File: src/design/kc_pkg.sv
// Shared types, constants and arithmetic helpers for the keypad calculator core.
// Used by kc_datapath, kc_ctrl and keypad_calculator_core; depends on nothing.
`timescale 1ns / 1ps

package kc_pkg;

    localparam int HISTORY_DEPTH = 16;
    localparam int FRACTION_BITS = 32;
    localparam int VAL_W         = 64;
    localparam int PAIR_W        = 2 * VAL_W;
    localparam int HIST_AW       = (HISTORY_DEPTH > 1) ? $clog2(HISTORY_DEPTH) : 1;
    localparam int HIST_CW       = $clog2(HISTORY_DEPTH + 1);
    localparam int IN_DATA_W     = 8;
    localparam int OUT_DATA_W    = 144;
    localparam int MUL_STEPS     = VAL_W;
    localparam int DIV_STEPS     = PAIR_W;
    localparam int CNT_W         = 8;

    localparam logic signed [VAL_W-1:0] VAL_MAX = {1'b0, {(VAL_W-1){1'b1}}};
    localparam logic signed [VAL_W-1:0] VAL_MIN = {1'b1, {(VAL_W-1){1'b0}}};

    // Command key codes.
    localparam logic [4:0] KEY_NOP       = 5'd0;
    localparam logic [4:0] KEY_NOT       = 5'd8;
    localparam logic [4:0] KEY_CLR_ENTRY = 5'd9;
    localparam logic [4:0] KEY_CLR_ALL   = 5'd10;
    localparam logic [4:0] KEY_UNDO      = 5'd11;
    localparam logic [4:0] KEY_REDO      = 5'd12;
    localparam logic [4:0] KEY_RADIX     = 5'd13;
    // Number key codes.
    localparam logic [4:0] KEY_DIGIT_MAX = 5'd15;
    localparam logic [4:0] KEY_POINT     = 5'd16;

    // Pending operator codes.
    localparam logic [3:0] OP_NONE = 4'd0;
    localparam logic [3:0] OP_ADD  = 4'd1;
    localparam logic [3:0] OP_SUB  = 4'd2;
    localparam logic [3:0] OP_MUL  = 4'd3;
    localparam logic [3:0] OP_DIV  = 4'd4;
    localparam logic [3:0] OP_AND  = 4'd5;
    localparam logic [3:0] OP_OR   = 4'd6;
    localparam logic [3:0] OP_XOR  = 4'd7;
    localparam logic [3:0] OP_NOT  = 4'd8;

    localparam logic [3:0] POINT_MAX = 4'd15;

    localparam logic [VAL_W-1:0] DEC_POW [16] = '{
        64'd1, 64'd10, 64'd100, 64'd1000, 64'd10000, 64'd100000, 64'd1000000,
        64'd10000000, 64'd100000000, 64'd1000000000, 64'd10000000000,
        64'd100000000000, 64'd1000000000000, 64'd10000000000000,
        64'd100000000000000, 64'd1000000000000000
    };

    typedef enum logic [3:0] {
        ST_IDLE,
        ST_DECODE,
        ST_SCALE,
        ST_ADD_DIGIT,
        ST_FRAC_START,
        ST_DIV_RUN,
        ST_ADD_FRAC,
        ST_DIV_DONE,
        ST_MUL_RUN,
        ST_MUL_DONE,
        ST_POP_LOAD,
        ST_EMIT
    } t_state;

    typedef enum logic [4:0] {
        DP_NONE,
        DP_SET_POINT,
        DP_BUMP_POINT,
        DP_SCALE,
        DP_ADD_DIGIT,
        DP_FRAC_START,
        DP_QDIV_START,
        DP_DIV_STEP,
        DP_ADD_FRAC,
        DP_QDIV_DONE,
        DP_MUL_START,
        DP_MUL_STEP,
        DP_MUL_DONE,
        DP_ALU,
        DP_SET_PENDING,
        DP_CLR_ENTRY,
        DP_CLR_ALL,
        DP_TOGGLE,
        DP_LOAD_POP
    } t_dp_op;

    typedef struct packed {
        t_dp_op     op;
        logic       push_undo;
        logic       push_redo;
        logic       pop_undo;
        logic       pop_redo;
        logic       emit;
        logic       full;
        logic [3:0] shown;
        logic [4:0] code;
    } t_dp_cmd;

    typedef struct packed {
        logic       point_nz;
        logic [3:0] pending;
        logic       iter_last;
        logic       out_free;
    } t_dp_sts;

    function automatic logic signed [VAL_W-1:0] sat_add(
        input logic signed [VAL_W-1:0] a, input logic signed [VAL_W-1:0] b);
        logic signed [VAL_W:0] s;
        s = {a[VAL_W-1], a} + {b[VAL_W-1], b};
        if (s[VAL_W] != s[VAL_W-1]) return s[VAL_W] ? VAL_MIN : VAL_MAX;
        return s[VAL_W-1:0];
    endfunction

    function automatic logic signed [VAL_W-1:0] sat_sub(
        input logic signed [VAL_W-1:0] a, input logic signed [VAL_W-1:0] b);
        logic signed [VAL_W:0] s;
        s = {a[VAL_W-1], a} - {b[VAL_W-1], b};
        if (s[VAL_W] != s[VAL_W-1]) return s[VAL_W] ? VAL_MIN : VAL_MAX;
        return s[VAL_W-1:0];
    endfunction

    function automatic logic [VAL_W-1:0] mag(input logic signed [VAL_W-1:0] v);
        return v[VAL_W-1] ? (~v + 1'b1) : v;
    endfunction

    function automatic logic signed [VAL_W-1:0] from_mag(
        input logic neg, input logic [VAL_W-1:0] m);
        if (!neg) return m[VAL_W-1] ? VAL_MAX : m;
        if (m[VAL_W-1]) return VAL_MIN;
        return ~m + 1'b1;
    endfunction

    // Low 32 bits of the integer part, truncated toward zero.
    function automatic logic [31:0] int_part(input logic signed [VAL_W-1:0] v);
        logic signed [VAL_W-1:0] t;
        logic                    frac_nz;
        t       = v >>> FRACTION_BITS;
        frac_nz = |v[FRACTION_BITS-1:0];
        return t[31:0] + {31'd0, v[VAL_W-1] & frac_nz};
    endfunction

    function automatic logic signed [VAL_W-1:0] from_int32(input logic [31:0] w);
        logic signed [VAL_W+31:0] x;
        x = $signed({{VAL_W{w[31]}}, w}) <<< FRACTION_BITS;
        if ((&x[VAL_W+31:VAL_W-1]) || !(|x[VAL_W+31:VAL_W-1])) return x[VAL_W-1:0];
        return x[VAL_W+31] ? VAL_MIN : VAL_MAX;
    endfunction

    function automatic logic [VAL_W-1:0] radix_pow(input logic hex, input logic [3:0] k);
        return hex ? (64'd1 << {k, 2'b00}) : DEC_POW[k];
    endfunction

endpackage

File: src/design/kc_ctrl.sv
// Controller state machine: accepts keys, sequences datapath operations and
// hands finished results to the output register. Depends on kc_pkg.
`timescale 1ns / 1ps

module kc_ctrl (
    input  logic                         i_clk,
    input  logic                         i_rst_n,
    input  logic                         i_s_tvalid,
    output logic                         o_s_tready,
    input  logic [kc_pkg::IN_DATA_W-1:0] i_s_tdata,
    input  logic                         i_s_tuser,
    input  kc_pkg::t_dp_sts              i_sts,
    output kc_pkg::t_dp_cmd              o_cmd
);

    kc_pkg::t_state r_state, n_state;
    logic           r_cmd;
    logic [4:0]     r_code;
    logic           accept;

    assign o_s_tready = r_state == kc_pkg::ST_IDLE;
    assign accept     = i_s_tvalid && o_s_tready;

    always_ff @(posedge i_clk) begin
        if (!i_rst_n) begin
            r_state <= kc_pkg::ST_IDLE;
        end else begin
            r_state <= n_state;
        end
    end

    always_ff @(posedge i_clk) begin
        if (accept) begin
            r_cmd  <= i_s_tuser;
            r_code <= i_s_tdata[4:0];
        end
    end

    always_comb begin
        n_state = r_state;
        unique case (r_state)
            kc_pkg::ST_IDLE: begin
                if (accept) n_state = kc_pkg::ST_DECODE;
            end
            kc_pkg::ST_DECODE: begin
                if (!r_cmd) begin
                    if (r_code > kc_pkg::KEY_POINT) begin
                        n_state = kc_pkg::ST_IDLE;
                    end else if (r_code == kc_pkg::KEY_POINT) begin
                        n_state = i_sts.point_nz ? kc_pkg::ST_IDLE : kc_pkg::ST_EMIT;
                    end else begin
                        n_state = i_sts.point_nz ? kc_pkg::ST_FRAC_START : kc_pkg::ST_SCALE;
                    end
                end else begin
                    case (r_code) inside
                        [kc_pkg::KEY_NOP:kc_pkg::KEY_NOT]: begin
                            if (i_sts.pending == kc_pkg::OP_MUL) begin
                                n_state = kc_pkg::ST_MUL_RUN;
                            end else if (i_sts.pending == kc_pkg::OP_DIV) begin
                                n_state = kc_pkg::ST_DIV_RUN;
                            end else begin
                                n_state = kc_pkg::ST_EMIT;
                            end
                        end
                        kc_pkg::KEY_CLR_ENTRY, kc_pkg::KEY_CLR_ALL, kc_pkg::KEY_RADIX:
                            n_state = kc_pkg::ST_EMIT;
                        kc_pkg::KEY_UNDO, kc_pkg::KEY_REDO:
                            n_state = kc_pkg::ST_POP_LOAD;
                        default: n_state = kc_pkg::ST_IDLE;
                    endcase
                end
            end
            kc_pkg::ST_SCALE:      n_state = kc_pkg::ST_ADD_DIGIT;
            kc_pkg::ST_ADD_DIGIT:  n_state = kc_pkg::ST_EMIT;
            kc_pkg::ST_FRAC_START: n_state = kc_pkg::ST_DIV_RUN;
            kc_pkg::ST_DIV_RUN: begin
                if (i_sts.iter_last) begin
                    n_state = r_cmd ? kc_pkg::ST_DIV_DONE : kc_pkg::ST_ADD_FRAC;
                end
            end
            kc_pkg::ST_ADD_FRAC:   n_state = kc_pkg::ST_EMIT;
            kc_pkg::ST_DIV_DONE:   n_state = kc_pkg::ST_EMIT;
            kc_pkg::ST_MUL_RUN: begin
                if (i_sts.iter_last) n_state = kc_pkg::ST_MUL_DONE;
            end
            kc_pkg::ST_MUL_DONE:   n_state = kc_pkg::ST_EMIT;
            kc_pkg::ST_POP_LOAD:   n_state = kc_pkg::ST_EMIT;
            kc_pkg::ST_EMIT: begin
                if (i_sts.out_free) n_state = kc_pkg::ST_IDLE;
            end
            default: n_state = kc_pkg::ST_IDLE;
        endcase
    end

    always_comb begin
        o_cmd           = '0;
        o_cmd.op        = kc_pkg::DP_NONE;
        o_cmd.code      = r_code;
        o_cmd.full      = r_cmd;
        o_cmd.shown     = (r_cmd && r_code <= kc_pkg::KEY_NOT) ? r_code[3:0] : 4'd0;
        unique case (r_state)
            kc_pkg::ST_DECODE: begin
                if (!r_cmd) begin
                    if (r_code == kc_pkg::KEY_POINT) begin
                        o_cmd.push_undo = 1'b1;
                        o_cmd.op        = kc_pkg::DP_SET_POINT;
                    end else if (r_code <= kc_pkg::KEY_DIGIT_MAX) begin
                        o_cmd.push_undo = 1'b1;
                        o_cmd.op        = kc_pkg::DP_BUMP_POINT;
                    end
                end else begin
                    case (r_code) inside
                        [kc_pkg::KEY_NOP:kc_pkg::KEY_NOT]: begin
                            o_cmd.push_undo = 1'b1;
                            if (i_sts.pending == kc_pkg::OP_NONE) begin
                                o_cmd.op = kc_pkg::DP_SET_PENDING;
                            end else if (i_sts.pending == kc_pkg::OP_MUL) begin
                                o_cmd.op = kc_pkg::DP_MUL_START;
                            end else if (i_sts.pending == kc_pkg::OP_DIV) begin
                                o_cmd.op = kc_pkg::DP_QDIV_START;
                            end else begin
                                o_cmd.op = kc_pkg::DP_ALU;
                            end
                        end
                        kc_pkg::KEY_CLR_ENTRY: o_cmd.op = kc_pkg::DP_CLR_ENTRY;
                        kc_pkg::KEY_CLR_ALL:   o_cmd.op = kc_pkg::DP_CLR_ALL;
                        kc_pkg::KEY_UNDO: begin
                            o_cmd.push_redo = 1'b1;
                            o_cmd.pop_undo  = 1'b1;
                        end
                        kc_pkg::KEY_REDO: begin
                            o_cmd.push_undo = 1'b1;
                            o_cmd.pop_redo  = 1'b1;
                        end
                        kc_pkg::KEY_RADIX:     o_cmd.op = kc_pkg::DP_TOGGLE;
                        default: ;
                    endcase
                end
            end
            kc_pkg::ST_SCALE:      o_cmd.op = kc_pkg::DP_SCALE;
            kc_pkg::ST_ADD_DIGIT:  o_cmd.op = kc_pkg::DP_ADD_DIGIT;
            kc_pkg::ST_FRAC_START: o_cmd.op = kc_pkg::DP_FRAC_START;
            kc_pkg::ST_DIV_RUN:    o_cmd.op = kc_pkg::DP_DIV_STEP;
            kc_pkg::ST_ADD_FRAC:   o_cmd.op = kc_pkg::DP_ADD_FRAC;
            kc_pkg::ST_DIV_DONE:   o_cmd.op = kc_pkg::DP_QDIV_DONE;
            kc_pkg::ST_MUL_RUN:    o_cmd.op = kc_pkg::DP_MUL_STEP;
            kc_pkg::ST_MUL_DONE:   o_cmd.op = kc_pkg::DP_MUL_DONE;
            kc_pkg::ST_POP_LOAD:   o_cmd.op = kc_pkg::DP_LOAD_POP;
            kc_pkg::ST_EMIT:       o_cmd.emit = i_sts.out_free;
            default: ;
        endcase
    end

endmodule

File: config.mk
export PLATFORM = sky130hd
export DESIGN_NAME = kc_ctrl
export DESIGN_NICKNAME = d
export VERILOG_FILES = /design/src/design/kc_pkg.sv /design/src/design/kc_ctrl.sv
export SDC_FILE = /design/constraint.sdc
export NUM_CORES = 1
export LEC_CHECK = 0
export ABC_AREA = 1
export BUFFER_PORTS_ARGS = -buffer_cell sky130_fd_sc_hd__buf_4
export CORE_MARGIN = 2
export CORE_UTILIZATION = 51
export CTS_CLUSTER_SIZE = 12
export DETAILED_ROUTE_END_ITERATION = 16
export PLACE_DENSITY_LB_ADDON = 0.12
export SLEW_MARGIN = 20
export SYNTH_ARGS = -nofsm -noshare
export SYNTH_HDL_FRONTEND = slang
export SYNTH_SLANG_ARGS = --single-unit
File: constraint.sdc
create_clock -name i_clk -period 2.6 [get_ports i_clk]
set_input_delay 0 -clock i_clk [delete_from_list [all_inputs] [get_ports i_clk]]
set_output_delay 0 -clock i_clk [all_outputs]
set_load 0.01 [all_outputs]
==> metrics.md <==
| Metric | Value |
|---|---|
| Clock Latency Late Sink | `0.26 ns` |
| Critical Path AT | `between 1.5 and 2 ns` |
| Final WL | `roughly 2.6 mm` |
| Clock sinks | `10` |
| Final setup fails | `0` |
| Min-Delay Path Depth | `3` |
| Via count | `1190` |
| RSZ-0062 raised after global routing | `no` |
| Post-route insts no fill | `approximately 240` |
| CTS tree | `built` |
| GP Congestion | `around 0.85` |
| Commonest non-fill, non-tap cells in the layout | `nand2_1 (43), buf_4 (36), inv_1 (28)` |
| H-tree Lvls | `1` |
| Leakage power | `0.756 nW` |
| Hold_ws | `0.0417 ns` |
| Setup TNS | `0 ns` |
| Design Power | `about 1.1 mW` |
| Pwr dens | `791 mW/mm^2` |
| Max Fclk | `approximately 0.57 GHz` |
| Die H | `47.7 um` |
| WS Path Type | `flop to output port` |
| Nets | `231` |
| Drt first pass iters | `4` |
| Worst-path clk slew | `~0.060 ns` |
| Clock Skew | `about 0.0045 ns` |
| Synth cell types | `24` |
| Initial antenna violation count | `0` |
| CTS Buf Count | `3` |
| First-pass GRT wire length | `4.04 mm` |
| Maxcap violations | `0` |
| Max-slew violation count | `0` |
| Layout Area Growth over Synthesis | `38.3%` |
| Final min period | `between 1.5 and 2 ns` |
| Seq cells post-synth | `10` |
| DRC viols | `0` |
| CTS root buffer | `clkbuf_4` |
| CTS max path bufs | `2` |
| FF-to-FF setup slack | `about 0.85 ns` |
| Final worst-path cycle share | `67.9%` |
| Place WS | `0.871 ns` |
| Row Count | `15` |
| Finished Cell Area | `~0.0013 mm^2` |
| Startpoint types | `flop` |
| FFs w/ async S/R, synth | `0%` |
| Post-DP HPWL | `between 1.5 and 2 mm` |
| Total setup buffers inserted after CTS | `0` |
| Util after Layout | `between 70% and 80%` |
| Peak VDD IR | `approximately 530 uV` |
| Net Count, Synth | `roughly 190` |
| Io pins | `40` |
| Initial DRC Count | `25` |
| Worst Max-Slew Pin Slew | `0.762 ns` |
| Reg2reg path depth | `3` |
| Hold path startpoint | `i_rst_n` |
| Syn Inst Count | `between 150 and 200` |
| Area after DPL | `approximately 0.0013 mm^2` |
| Antenna-violating nets left | `0` |
| Hold Fails Final Rpt | `0` |
| CTS resizes | `0` |
| Status | `complete, no violations` |
| Core ar. | `0.00176 mm^2` |
| Reg2Reg Launch Point | `r_state[3]` |
| Mean Syn Cell Area | `5.84 um^2` |
| Leading cell type in the layout, fill and taps excluded | `nand2_1` |
| Main area contributors after synthesis | `edfxtp_1 (18%), nand2_1 (17%), inv_1 (11%), nor2_1 (9.6%), dfxtp_1 (8.2%)` |
| Total gr overflow | `0` |
| Share of layout cells above drive strength 1 | `approximately 29%` |
| Ys flop type | `edfxtp_1` |
| Hold Crit Class | `input pin to flop` |
| Avg WL per Cell | `between 10 and 15 um` |
| Count of buffers from port buffering | `36` |
| Die width | `47.7 um` |
| All-layer global routing usage | `25.4%` |
| Worst reg2reg path endpoint | `r_code[1]` |
| Inserted Diodes | `0` |
| Peak fanout along the critical path | `6` |
| Crit path capture type | `output port` |
| Sequential element share of the synthesized area | `around a quarter` |
| Required time of the critical path | `roughly 2.6 ns` |
| Post-synth EDFFs | `6` |
| Hold-fix buffers at CTS | `6` |
| Largest net degree at the start of global routing | `9` |
| Initial Util | `55.2%` |
| Via density | `around 5` |
| Vias in the first global route | `slightly below 1000` |
| Hold EP | `r_state[3]` |
| Relative slew margins | `48.8%` |
| Top cell type's share of synthesized area | `approximately 18%` |
| Die footprint | `about 0.0023 mm^2` |
| Fin worst setup slack | `0.835 ns` |
| Mapped Area | `975 um^2` |
| Post-synth top area cell | `edfxtp_1` |
| Placed Cells | `between 200 and 250` |
| Syn. warnings | `0` |
==> layout make-up <==
cell class | count | area, um^2
multi-input cells | 119 | 564
fillers | 142 | 417
repair buffers | 42 | 330
flip-flops and latches | 10 | 260
inverters | 36 | 135
well taps | 25 | 31.3
clock buffers | 3 | 22.5
clock inverters | 1 | 3.75
==> Yosys cell counts, types with 2 or more instances <==
| library cell | count |
|---|---|
| nor2_1 | 25 |
| o21ai_0 | 2 |
| nand2_2 | 5 |
| dfxtp_1 | 4 |
| nand3_1 | 14 |
| a21oi_1 | 5 |
| clkinv_1 | 2 |
| edfxtp_1 | 6 |
| buf_4 | 2 |
| a21oi_2 | 2 |
| nor3_1 | 6 |
| inv_1 | 28 |
| o21ai_2 | 2 |
| nand4_1 | 2 |
| nor2_2 | 5 |
| and3_1 | 2 |
| nand2_1 | 43 |
| inv_2 | 6 |
==> metal layers <==
metal / share of wire, % / track usage, % / wire [um]
met1: 43 / 34.7 / 1110
met2: 51 / 42.4 / 1330
met5: 0 / 0 / 0
met3: 5.5 / 2.26 / 143
met4: 0.46 / 8.11 / 12
==> worst max-delay path: stages, from the launching register on <==
cell	delay, ns
edfxtp_1	0.47
nor2_2	0.18
nand2_1	0.08
nand2_2	0.10
nand2_2	0.10
inv_1	0.10
o21ai_2	0.07
a21oi_1	0.15
o211ai_1	0.10
buf_4	0.16
==> cell families after synthesis <==
logic type	share of synthesized area, %
DFF	26.7
AOI/OAI and AO/OA	10.5
buffers and inverters	15.4
and+or+nand+nor	47.4
==> sequential cells by signal, summed over array words and instances (netlist names) <==
signal,count
r_code,5
r_state,4
r_cmd,1
==> how the worst max path moves through the flow <==
stage                     from   endpoint  slack (ns)  cells after the start
finish               r_code[0]  o_cmd[15]        0.84                      9
floorplan           r_state[3]      r_cmd        1.09                      3
global route        r_state[3]      r_cmd        0.68                      3
global placement    r_state[3]  r_code[1]        0.88                      3
CTS                  r_code[0]  o_cmd[15]        0.84                      9
detailed placement  r_state[3]  r_code[0]        0.87                      3
==> where the power goes <==
| group | total [mW] | switching, mW | internal [mW] |
|---|---|---|---|
| Sequential | 0.284 | 0.0624 | 0.221 |
| Clock | 0.102 | 0.0473 | 0.0552 |
| Combinational | 0.680 | 0.407 | 0.273 |
No activity file was read; power rests on OpenSTA's default activity.
